### src/design/hps_pkg.sv
// Shared types and constants for the HDR pixel sanitizer.
package hps_pkg;

	localparam int unsigned COUNT_WIDTH_DEF = 32;
	localparam int unsigned WORD_W = 32;
	localparam int unsigned LIMIT_W = 31;
	localparam logic [LIMIT_W-1:0] LIMIT_RESET = 31'h477D_E800;
	localparam logic [WORD_W-1:0] ONE_BITS = 32'h3F80_0000;
	localparam logic [7:0] EXP_ONES = 8'hFF;

	// What one colour lane found for its channel.
	typedef struct packed {
		logic [WORD_W-1:0] value;
		logic              nonfinite;
		logic              negative;
		logic              clamped;
		logic              cand_valid;
		logic [WORD_W-2:0] cand;
	} lane_res_t;

endpackage

### src/design/hps_lane.sv
// One colour channel lane: classification and cleaning of a binary32 value.
module hps_lane (
	input  logic [hps_pkg::WORD_W-1:0]  x,
	input  logic [hps_pkg::LIMIT_W-1:0] limit,
	output hps_pkg::lane_res_t          res
);

	// Classify on the bit pattern alone.
	always_comb begin
		res = '0;
		res.cand = x[hps_pkg::WORD_W-2:0];
		if (x[30:23] == hps_pkg::EXP_ONES) begin
			res.nonfinite = 1'b1;
			res.value = '0;
		end else if (x[31]) begin
			res.negative = (x[30:0] != '0);
			res.value = res.negative ? '0 : x;
		end else begin
			res.cand_valid = 1'b1;
			if (x[30:0] > limit) begin
				res.clamped = 1'b1;
				res.value = {1'b0, limit};
			end else begin
				res.value = x;
			end
		end
	end

endmodule

### src/design/hps_merge.sv
// Merging stage: statistics counters and running maximum over the lanes.
module hps_merge #(
	parameter int unsigned COUNT_WIDTH = hps_pkg::COUNT_WIDTH_DEF
) (
	input  logic                       clk,
	input  logic                       arst_n,
	input  logic                       step,
	input  logic                       clear,
	input  hps_pkg::lane_res_t [2:0]   lanes,
	output logic [hps_pkg::WORD_W-1:0] nonfinite_total,
	output logic [hps_pkg::WORD_W-1:0] negative_total,
	output logic [hps_pkg::WORD_W-1:0] clamped_total,
	output logic [hps_pkg::WORD_W-1:0] max_total
);

	localparam logic [COUNT_WIDTH-1:0] CMAX = '1;

	logic [COUNT_WIDTH-1:0] nf_q, ng_q, cl_q, nf_d, ng_d, cl_d;
	logic [hps_pkg::WORD_W-2:0] mx_q, mx_d;

	// Saturating add of up to three events.
	function automatic logic [COUNT_WIDTH-1:0] sat_add(
		input logic [COUNT_WIDTH-1:0] c, input logic [1:0] n);
		logic [COUNT_WIDTH:0] s;
		s = {1'b0, c} + {{(COUNT_WIDTH-1){1'b0}}, n};
		return s[COUNT_WIDTH] ? CMAX : s[COUNT_WIDTH-1:0];
	endfunction

	// Next statistics after this word.
	always_comb begin
		logic [COUNT_WIDTH-1:0] nf0, ng0, cl0;
		nf0 = clear ? '0 : nf_q;
		ng0 = clear ? '0 : ng_q;
		cl0 = clear ? '0 : cl_q;
		mx_d = clear ? '0 : mx_q;
		nf_d = sat_add(nf0, 2'(lanes[0].nonfinite) + 2'(lanes[1].nonfinite)
			+ 2'(lanes[2].nonfinite));
		ng_d = sat_add(ng0, 2'(lanes[0].negative) + 2'(lanes[1].negative)
			+ 2'(lanes[2].negative));
		cl_d = sat_add(cl0, 2'(lanes[0].clamped) + 2'(lanes[1].clamped)
			+ 2'(lanes[2].clamped));
		for (int i = 0; i < 3; i++) begin
			if (lanes[i].cand_valid && lanes[i].cand > mx_d) begin
				mx_d = lanes[i].cand;
			end
		end
	end

	always_ff @(posedge clk or negedge arst_n) begin
		if (!arst_n) begin
			nf_q <= '0;
			ng_q <= '0;
			cl_q <= '0;
			mx_q <= '0;
		end else if (step) begin
			nf_q <= nf_d;
			ng_q <= ng_d;
			cl_q <= cl_d;
			mx_q <= mx_d;
		end
	end

	// Narrow or cap counters to the output word.
	function automatic logic [hps_pkg::WORD_W-1:0] out_cnt(input logic [COUNT_WIDTH-1:0] c);
		logic [COUNT_WIDTH+hps_pkg::WORD_W-1:0] w;
		w = {{hps_pkg::WORD_W{1'b0}}, c};
		if (COUNT_WIDTH > hps_pkg::WORD_W && (w >> hps_pkg::WORD_W) != '0) begin
			return '1;
		end
		return w[hps_pkg::WORD_W-1:0];
	endfunction

	assign nonfinite_total = out_cnt(nf_q);
	assign negative_total  = out_cnt(ng_q);
	assign clamped_total   = out_cnt(cl_q);
	assign max_total       = {1'b0, mx_q};

endmodule

### src/design/hdr_pixel_sanitizer.sv
// Top level of the HDR pixel sanitizer: lanes, merge and output register.
// One pixel is taken every cycle unless the output stalls; its result is
// captured in the output register on the next clock, with statistics read
// straight from the merge counters. Three colour lanes and the alpha path
// work side by side, and the merge updates the counters in the same cycle.
// It accepts a word whenever the output register is empty or being taken.
module hdr_pixel_sanitizer #(
	parameter int unsigned COUNT_WIDTH = hps_pkg::COUNT_WIDTH_DEF
) (
	input  logic         clk,
	input  logic         arst_n,
	input  logic         cfg_we,
	input  logic [30:0]  cfg_wdata,
	input  logic         s_tvalid,
	output logic         s_tready,
	// red_in, green_in, blue_in, alpha_in
	input  logic [127:0] s_tdata,
	// start_of_image
	input  logic         s_tuser,
	output logic         m_tvalid,
	input  logic         m_tready,
	// red, green, blue, alpha, nonfinite, negative, clamped, max_finite_value
	output logic [255:0] m_tdata
);

	logic [hps_pkg::LIMIT_W-1:0] limit_q;
	hps_pkg::lane_res_t [2:0] lanes;
	logic [31:0] alpha, a_in, nf, ng, cl, mx;
	logic step;

	always_ff @(posedge clk or negedge arst_n) begin
		if (!arst_n) begin
			limit_q <= hps_pkg::LIMIT_RESET;
		end else if (cfg_we) begin
			limit_q <= cfg_wdata;
		end
	end

	assign s_tready = !m_tvalid || m_tready;
	assign step = s_tvalid && s_tready;

	for (genvar g = 0; g < 3; g++) begin : g_lane
		hps_lane u_lane (.x(s_tdata[32*g +: 32]), .limit(limit_q), .res(lanes[g]));
	end

	// Alpha clamp to the unit range.
	assign a_in = s_tdata[127:96];
	always_comb begin
		if (a_in[30:23] == hps_pkg::EXP_ONES) begin
			alpha = hps_pkg::ONE_BITS;
		end else if (a_in[31]) begin
			alpha = (a_in[30:0] != '0) ? '0 : a_in;
		end else begin
			alpha = (a_in > hps_pkg::ONE_BITS) ? hps_pkg::ONE_BITS : a_in;
		end
	end

	hps_merge #(.COUNT_WIDTH(COUNT_WIDTH)) u_merge (
		.clk(clk), .arst_n(arst_n), .step(step), .clear(s_tuser), .lanes(lanes),
		.nonfinite_total(nf), .negative_total(ng), .clamped_total(cl), .max_total(mx)
	);

	logic [127:0] pix_q;
	always_ff @(posedge clk or negedge arst_n) begin
		if (!arst_n) begin
			m_tvalid <= 1'b0;
		end else if (s_tready) begin
			m_tvalid <= s_tvalid;
		end
	end
	always_ff @(posedge clk) begin
		if (step) begin
			pix_q <= {alpha, lanes[2].value, lanes[1].value, lanes[0].value};
		end
	end
	assign m_tdata = {mx, cl, ng, nf, pix_q};

	// A word waiting downstream must not be overwritten.
	a_hold: assert property (@(posedge clk) disable iff (!arst_n)
		m_tvalid && !m_tready |=> m_tvalid && $stable(pix_q))
		else $error("output word lost");
	a_rdy: assert property (@(posedge clk) disable iff (!arst_n)
		!m_tvalid |-> s_tready) else $error("stalled while empty");
	a_max: assert property (@(posedge clk) disable iff (!arst_n)
		m_tvalid |-> !m_tdata[255]) else $error("negative maximum");

endmodule

### config.mk
export PLATFORM = sky130hd
export DESIGN_NAME = hdr_pixel_sanitizer
export DESIGN_NICKNAME = d
export VERILOG_FILES = /design/src/design/hps_pkg.sv /design/src/design/hps_lane.sv /design/src/design/hps_merge.sv /design/src/design/hdr_pixel_sanitizer.sv
export SDC_FILE = /design/constraint.sdc
export NUM_CORES = 1
export LEC_CHECK = 0
export BUFFER_PORTS_ARGS = -buffer_cell sky130_fd_sc_hd__buf_2
export CELL_PAD_IN_SITES_DETAIL_PLACEMENT = 1
export CELL_PAD_IN_SITES_GLOBAL_PLACEMENT = 2
export CORE_AREA = 2 2 257 259
export CTS_CLUSTER_DIAMETER = 150
export DETAILED_ROUTE_END_ITERATION = 7
export DIE_AREA = 0 0 259 261
export PLACE_DENSITY_LB_ADDON = 0.1
export RECOVER_POWER = 100
export SYNTH_ARGS = -nofsm -noshare
export SYNTH_HDL_FRONTEND = slang
export SYNTH_SLANG_ARGS = --single-unit
### constraint.sdc
create_clock -name clk -period 7.4 [get_ports clk]
set_input_delay 0.74 -clock clk [delete_from_list [all_inputs] [get_ports clk]]
set_output_delay 0.74 -clock clk [all_outputs]
set_load 0.1 [all_outputs]
==> impl_metrics.json, run 1 <==
{
  "count_leader_synth": "a21oi_1",
  "cts_inserted_buffers": 39,
  "grt_util_met1": 0.317,
  "final_cells": 3642,
  "timing.final.setup_violations": 21,
  "max_cap_violations": 4,
  "drt.antenna.violating_nets": 0,
  "path_buf_inv": 5,
  "gr-max-usage-layer": "met2",
  "sequentialPowerShare": 0.270,
  "post-synth-top-area-fraction": 0.193,
  "grt.total_usage": 0.247,
  "timing.clock.skew_ns": 0.0135,
  "finish.instance_area_um2": 26600,
  "drt_drc_violations_left": 0,
  "flow.area_growth_from_synthesis_pct": 33.6,
  "synth_area_um2": 19900,
  "post_synth_inst_count": 2175,
  "timing_max_transition_violations_final": 226,
  "syn-mean-instance-area_um2": 9.17,
  "synth.lib_cells_used.distinct": 79,
  "max_clock_freq_mhz": 135,
  "power_density_nw_per_um2": 292,
  "signal_arrival_time_at_the_worst_endpoint_ns": 7.93,
  "clock_tree.root_cell": "clkbuf_16",
  "yosys_warnings": 0,
  "tritoncts": "yes",
  "timing.reg2reg.worst_path_depth": 35,
  "power.static_leakage_nw": 11.4,
  "synth_seq_cells": 287,
  "dpl_cell_area_um2": 24400,
  "timing.max_slew.rel_slack": -1.63,
  "synth_flop_cell": "dfrtp_1",
  "worst_pin_slew_ns": 3.95,
  "worst-endpoint-required_ns": 7.90,
  "failed_checks": "capacitance limit, slew limit, setup timing",
  "drt_first_iter_violations": 1189,
  "post-route-period-util": 1.00,
  "critical_path_cell_count": 36,
  "fin_crit_ns": 7.43,
  "hold_violations": 0,
  "p_sw_mw": 3.69,
  "wire_length_of_the_first_global_routing_pass_mm": 128,
  "clockBufferDepth": 3,
  "run_status": "complete, but fails checks",
  "internal-power_mw": 4.10,
  "final.setup.worst_slack_ns": -0.0275,
  "global_route.usage.met3": 0.0446,
  "synth_sequential_area_ratio": 0.393,
  "net_count_final": 3104,
  "wl_per_cell_um": 24.4,
  "synth.top_cells.by_count": "193 x a21oi_1, 186 x ha_1, 164 x nand2_1",
  "critical-path-slowest-cell": "or4_4",
  "drive_gt1_frac": 0.238,
  "comb_power_share": 0.483,
  "critical-path-top-delay-family": "simple AND/OR/NAND/NOR gates",
  "die_h_um": 261,
  "num_vias": 19900,
  "synth_area_leaders": "edfxtp_1 19%, dfrtp_1 18%, ha_1 12%",
  "cts_h_tree_depth": 2,
  "grt_remaining_overflow": 0,
  "postLayoutCoreUtil": 0.410,
  "grt_setup_unrepaired": "true",
  "final_weighted_congestion_in_routability_driven_placement": 0.893,
  "critPathKind": "in -> reg",
  "peakVddDrop_mv": 0.212,
  "postRouteWirelength_mm": 89.0,
  "power_switching_share": 0.473,
  "die_area_um2": 67600,
  "pin_count_of_the_biggest_net_entering_global_routing": 134,
  "yosysTopAreaCell": "edfxtp_1",
  "hpwlAfterDp_mm": 64.1,
  "clock_insertion_delay_worst_skew_ns": 0.57,
  "port_bufs": 421,
  "setup.worst_path.start_class": "input pin",
  "cts_sinks": 287,
  "drt-vias-per-instance": 5.46,
  "hp-class": "in -> reg",
  "post-layout-total-power_mw": 7.79,
  "rows": 94,
  "antenna_violations_before_repair": 6,
  "fp.dieW_um": 259,
  "core_um2": 65000,
  "number_of_detailed_routing_iterations_run_before_antenna_repair": 5,
  "rrSetupSlack_ns": -0.02,
  "grt_pass1_vias": 20500,
  "placed_cells_incl_taps": 3528,
  "critical_path_peak_fanout": 17,
  "depth_of_the_worst_hold_timing_path": 3,
  "met2_use_gr": 0.426,
  "fin_tns_setup_ns": -0.285,
  "synth-edff-count": 128,
  "reg_clk_slew_reported_paths_ns": 0.06,
  "hold_ws_ns": 0.392,
  "detailedPlace.worstSlack_ns": -1.04,
  "critical_path_capture_point_type": "register",
  "num_io_pins": 423,
  "initial_utilization": 0.307,
  "synth_async_sr_flop_share": 0.554,
  "crit_path_max_incr_delay_ns": 0.61,
  "pwr-share-clk": 0.248
}
==> layout by cell type (no fill, tap or decap), types with 27 or more instances in the layout <==
cell type  count
clkbuf_1     222
buf_2        212
buf_4        204
a21oi_1      187
ha_1         170
nand2_1      156
nor2_1       144
dfrtp_1      139
o21ai_0      130
edfxtp_1     128
nand3_1       99
inv_1         89
mux2i_1       84
nand4_1       77
o22a_1        59
clkbuf_16     47
a21o_1        45
a31oi_1       40
nor4_1        34
and3_1        33
and2_1        33
o31a_1        32
or3_1         31
nand2b_1      29
nor2b_1       27
==> power by group through the flow <==
stage	sequential, mW	combinational [mW]	clock [mW]
after floorplan	3.45	1.09	0
after global placement	2.10	3.42	0
after detailed placement	2.11	3.48	0
after CTS	2.08	3.52	1.99
after global routing	2.13	3.97	2.05
final	2.10	3.76	1.93
==> cell families (layout without fill, tap and decap cells) <==
group,Yosys count,count (layout),synth area share
xor+xnor,7,7,0.00307
fa+ha+maj,195,195,0.124
simple gates,757,760,0.195
flops,287,287,0.393
compound gates,614,615,0.195
other cells,1,4,0.000188
buf+inv,223,819,0.0443
mux,91,91,0.0457
==> what timing repair did <==
action	4_1_cts	5_1_grt
gates cloned	1	13
setup buffers	0	28
hold buffers	0	0
pin swaps	2	36
gates resized for setup	40	119
setup endpoints to repair	31	31
==> worst reg2reg max path, delay by kind of cell (launching register included) <==
family	cells	cell delay [ns]
buffers and inverters	4	0.57
muxes	1	0.26
AOI/OAI and AO/OA	12	2.49
and+or+nand+nor	15	2.85
DFF	1	0.43
adders and majority gates	3	0.78
==> final timing paths <==
| kind | from | endpoint |
|---|---|---|
| min in group asynchronous | arst_n | u_merge.clamped_total[19] |
| min | cfg_wdata[8] | limit_q[8] |
| min reg2reg | u_merge.clamped_total[12] | u_merge.clamped_total[12] |
| max reg2reg | u_merge.mx_q[24] | u_merge.mx_q[17] |
| max in group asynchronous | arst_n | limit_q[6] |
| max | s_tuser | u_merge.mx_q[17] |
==> routing by layer <==
metal / vias up / wire, um
met5: - / 56
met1: 10000 / 38300
met2: 465 / 43600
met3: 137 / 4470
met4: 8 / 2530
li1: 9251 / -
==> sequential cells by signal (all words and copies together), names as in the netlist <==
signal,flops
pix_q,128
u_merge.negative_total,32
limit_q,31
m_tvalid,1
u_merge.clamped_total,32
u_merge.nonfinite_total,32
u_merge.mx_q,31
==> area by class of cell <==
cell class                 count  area (um2)
fill                        7545       38400
clock buffer                  58        1150
sequential                   287        7850
antenna                        2        5.00
multi-input combinational   1670       12200
inverter                      95         364
clock inverter                12         121
timing repair buffer         654        3890
tap                          864        1080
(Power assumes the default switching activity.)
==> run 2: changes to the inputs <==
--- a/config.mk
+++ b/config.mk
@@ -5,13 +5,14 @@
 export SDC_FILE = /design/constraint.sdc
 export NUM_CORES = 1
 export LEC_CHECK = 0
+export ABC_AREA = 1
 export BUFFER_PORTS_ARGS = -buffer_cell sky130_fd_sc_hd__buf_2
 export CELL_PAD_IN_SITES_DETAIL_PLACEMENT = 1
 export CELL_PAD_IN_SITES_GLOBAL_PLACEMENT = 2
-export CORE_AREA = 2 2 257 259
+export CORE_AREA = 2 2 268 270
 export CTS_CLUSTER_DIAMETER = 150
 export DETAILED_ROUTE_END_ITERATION = 7
-export DIE_AREA = 0 0 259 261
+export DIE_AREA = 0 0 270 272
 export PLACE_DENSITY_LB_ADDON = 0.1
 export RECOVER_POWER = 100
 export SYNTH_ARGS = -nofsm -noshare
==> impl_metrics.json, run 2 <==
{
  "run_status": "complete, but fails checks",
  "failed_checks": "capacitance limit, slew limit",
  "num_io_pins": 423,
  "synth-simple-area-share": 0.233,
  "critical-path-slowest-cell": "nor4_1",
  "ff_latch_area_um2": 7840,
  "setup.worst_path.start_class": "input pin",
  "initial_utilization": 0.286,
  "post-layout-total-power_mw": 7.94,
  "fin_crit_ns": 6.90,
  "critical_path_capture_point_type": "register",
  "worst_r2r_startpoint": "limit_q[2]",
  "timing.rr.end": "u_merge.clamped_total[31]",
  "critPathMostFrequentCell": "nor2_1",
  "setup_repair_bufs_after_cts": 0,
  "antenna_violations_before_repair": 6,
  "max_cap_violations": 8,
  "sequentialPowerShare": 0.271,
  "rows": 98,
  "number_of_detailed_routing_iterations_run_before_antenna_repair": 5,
  "synth_seq_cells": 287,
  "port_bufs": 421,
  "synth_area_um2": 20300,
  "count_leader_synth": "nand2_1",
  "synth-edff-count": 128,
  "final_common_cell": "nand2_1",
  "pin_count_of_the_biggest_net_entering_global_routing": 89,
  "timing.clock.skew_ns": 0.0185,
  "net_count_final": 3246,
  "cts_h_tree_depth": 2,
  "timing.final.setup_violations": 0,
  "clockBufferDepth": 3,
  "synth.top_cells.by_count": "455 x nand2_1, 327 x inv_1, 287 x nor2_1",
  "num_vias": 19300,
  "comb_power_share": 0.485,
  "grt_remaining_overflow": 0,
  "synth_area_leaders": "edfxtp_1 19%, dfrtp_1 18%, ha_1 11%",
  "dpl_cell_area_um2": 23500,
  "main_combinational_cell_family_by_area_after_synthesis": "simple AND/OR/NAND/NOR gates",
  "hold_violations": 0,
  "peakVddDrop_mv": 0.149,
  "critical_path_peak_fanout": 13,
  "clock_insertion_delay_worst_skew_ns": 0.58,
  "synth.lib_cells_used.distinct": 65,
  "drt_drc_violations_left": 0,
  "wire_length_of_the_first_global_routing_pass_mm": 130,
  "rrSetupSlack_ns": 0.60,
  "synth_sequential_area_ratio": 0.387,
  "synthMuxAreaShare": 0.000556,
  "hp-start": "cfg_wdata[8]",
  "drt-vias-per-instance": 4.99,
  "synth_xor_area_frac": 0.0242,
  "timing_max_transition_violations_final": 435,
  "die_area_um2": 73400,
  "hp-class": "in -> reg",
  "max_reg_flops": 128,
  "cts_sinks": 287,
  "most-common-layout-cells": "454 x nand2_1, 328 x inv_1, 289 x nor2_1",
  "p_sw_mw": 4.12,
  "internal-power_mw": 3.81,
  "fin_tns_setup_ns": 0,
  "core_um2": 70800,
  "max_clock_freq_mhz": 145,
  "yosys.area_share.adder": 0.121,
  "filler_cell_count": 8697,
  "final_weighted_congestion_in_routability_driven_placement": 0.887,
  "timing.reg2reg.worst_path_depth": 36,
  "die_h_um": 272,
  "signal_arrival_time_at_the_worst_endpoint_ns": 7.38,
  "synth_flop_cell": "dfrtp_1",
  "multiInputGateArea_um2": 10500,
  "quantity_of_gates_resized_following_cts": 0,
  "tritoncts": "yes",
  "worst_pin_slew_ns": 3.78,
  "yosysTopAreaCell": "edfxtp_1",
  "drt.antenna.violating_nets": 0,
  "finish.instance_area_um2": 24300,
  "reg_clk_slew_reported_paths_ns": 0.06,
  "synth_compound_gate_area_share": 0.145,
  "power.static_leakage_nw": 11.0,
  "top_register": "pix_q",
  "drt_first_iter_violations": 1024,
  "cts_inserted_buffers": 39,
  "timing.max_slew.rel_slack": -1.52,
  "power_density_nw_per_um2": 327,
  "hpwlAfterDp_mm": 67.3,
  "syn-mean-instance-area_um2": 8.17,
  "synth_async_sr_flop_share": 0.554,
  "crit_path_max_incr_delay_ns": 0.78,
  "critPathKind": "in -> reg",
  "depth_of_the_worst_hold_timing_path": 3,
  "clock_tree.root_cell": "clkbuf_16",
  "drive_gt1_frac": 0.125,
  "postRouteWirelength_mm": 86.6,
  "flow.area_growth_from_synthesis_pct": 19.9,
  "cts-hold-fix-buffers": 0,
  "wl_per_cell_um": 22.4,
  "grt.total_usage": 0.232,
  "postLayoutCoreUtil": 0.343,
  "post-route-period-util": 0.933,
  "post-synth-top-area-fraction": 0.190,
  "timing.hold.worst_endpoint": "limit_q[8]",
  "post_synth_inst_count": 2480,
  "worst-endpoint-required_ns": 7.88,
  "yosys_warnings": 0,
  "fp.dieW_um": 270,
  "power_switching_share": 0.519,
  "pwr-share-clk": 0.243,
  "grt_pass1_vias": 20600
}
run 2: through the flow:
| stage | hold slack (ns) | instances | worst slack [ns] |
|---|---|---|---|
| after detailed placement | 0.492 | 3798 | -0.114 |
| after global placement | 0.497 | 3798 | -0.0543 |
| after global routing | 0.374 | 3867 | -0.0175 |
| after CTS | 0.169 | 3866 | 0.165 |
| after floorplan | 0.444 | 2481 | 0.801 |
| final | 0.380 | 3868 | 0.495 |
run 2: worst max-delay path, delay by kind of cell:
family,cells,cell delay (ns)
adder cells (fa/ha/maj),3,0.82
buffers and inverters,6,1.16
AO/OA/AOI/OAI,2,0.56
AND/OR/NAND/NOR,18,4.08
run 2: power groups by stage:
| stage | Combinational, mW | Clock, mW | Sequential, mW |
|---|---|---|---|
| finish | 3.85 | 1.93 | 2.15 |
| detailed placement | 3.94 | 0 | 2.18 |
| CTS | 3.96 | 1.99 | 2.15 |
| global route | 4.14 | 2.05 | 2.19 |
| global placement | 3.89 | 0 | 2.18 |
| floorplan | 1.31 | 0 | 3.78 |
run 2: kinds of logic after synthesis:
kind of cell               count (synthesis)
AOI/OAI and AO/OA                        452
xor gates and xnor gates                  56
adders and majority gates                192
buffers and inverters                    447
DFF                                      287
muxes                                      1
other                                      1
and+or+nand+nor                         1044
run 2: worst max path at each step:
stage	startpoint	end	slack (ns)	depth (start not counted)
floorplan	m_tvalid	pix_q[0]	0.80	5
global placement	s_tdata[34]	u_merge.clamped_total[30]	-0.05	35
detailed placement	s_tdata[34]	u_merge.clamped_total[25]	-0.11	36
CTS	limit_q[2]	u_merge.clamped_total[31]	0.17	36
global route	s_tuser	u_merge.mx_q[13]	-0.02	42
finish	s_tdata[4]	u_merge.negative_total[31]	0.50	29
run 2: cell type report:
class,count,share of cell area
clock buffer,58,0.0452
multi-input combinational,1747,0.434
antenna,2,0.000206
clock inverter,10,0.00613
inverter,348,0.0540
sequential,287,0.323
timing repair buffer,466,0.0889
tap,950,0.0489
run 2: routing by layer:
metal / vias up / wire length [um] / track usage
li1: 9236 / - / -
met4: 4 / 2570 / 0.0718
met3: 125 / 4870 / 0.0463
met5: - / 25 / 0
met2: 443 / 39600 / 0.379
met1: 9481 / 39500 / 0.309
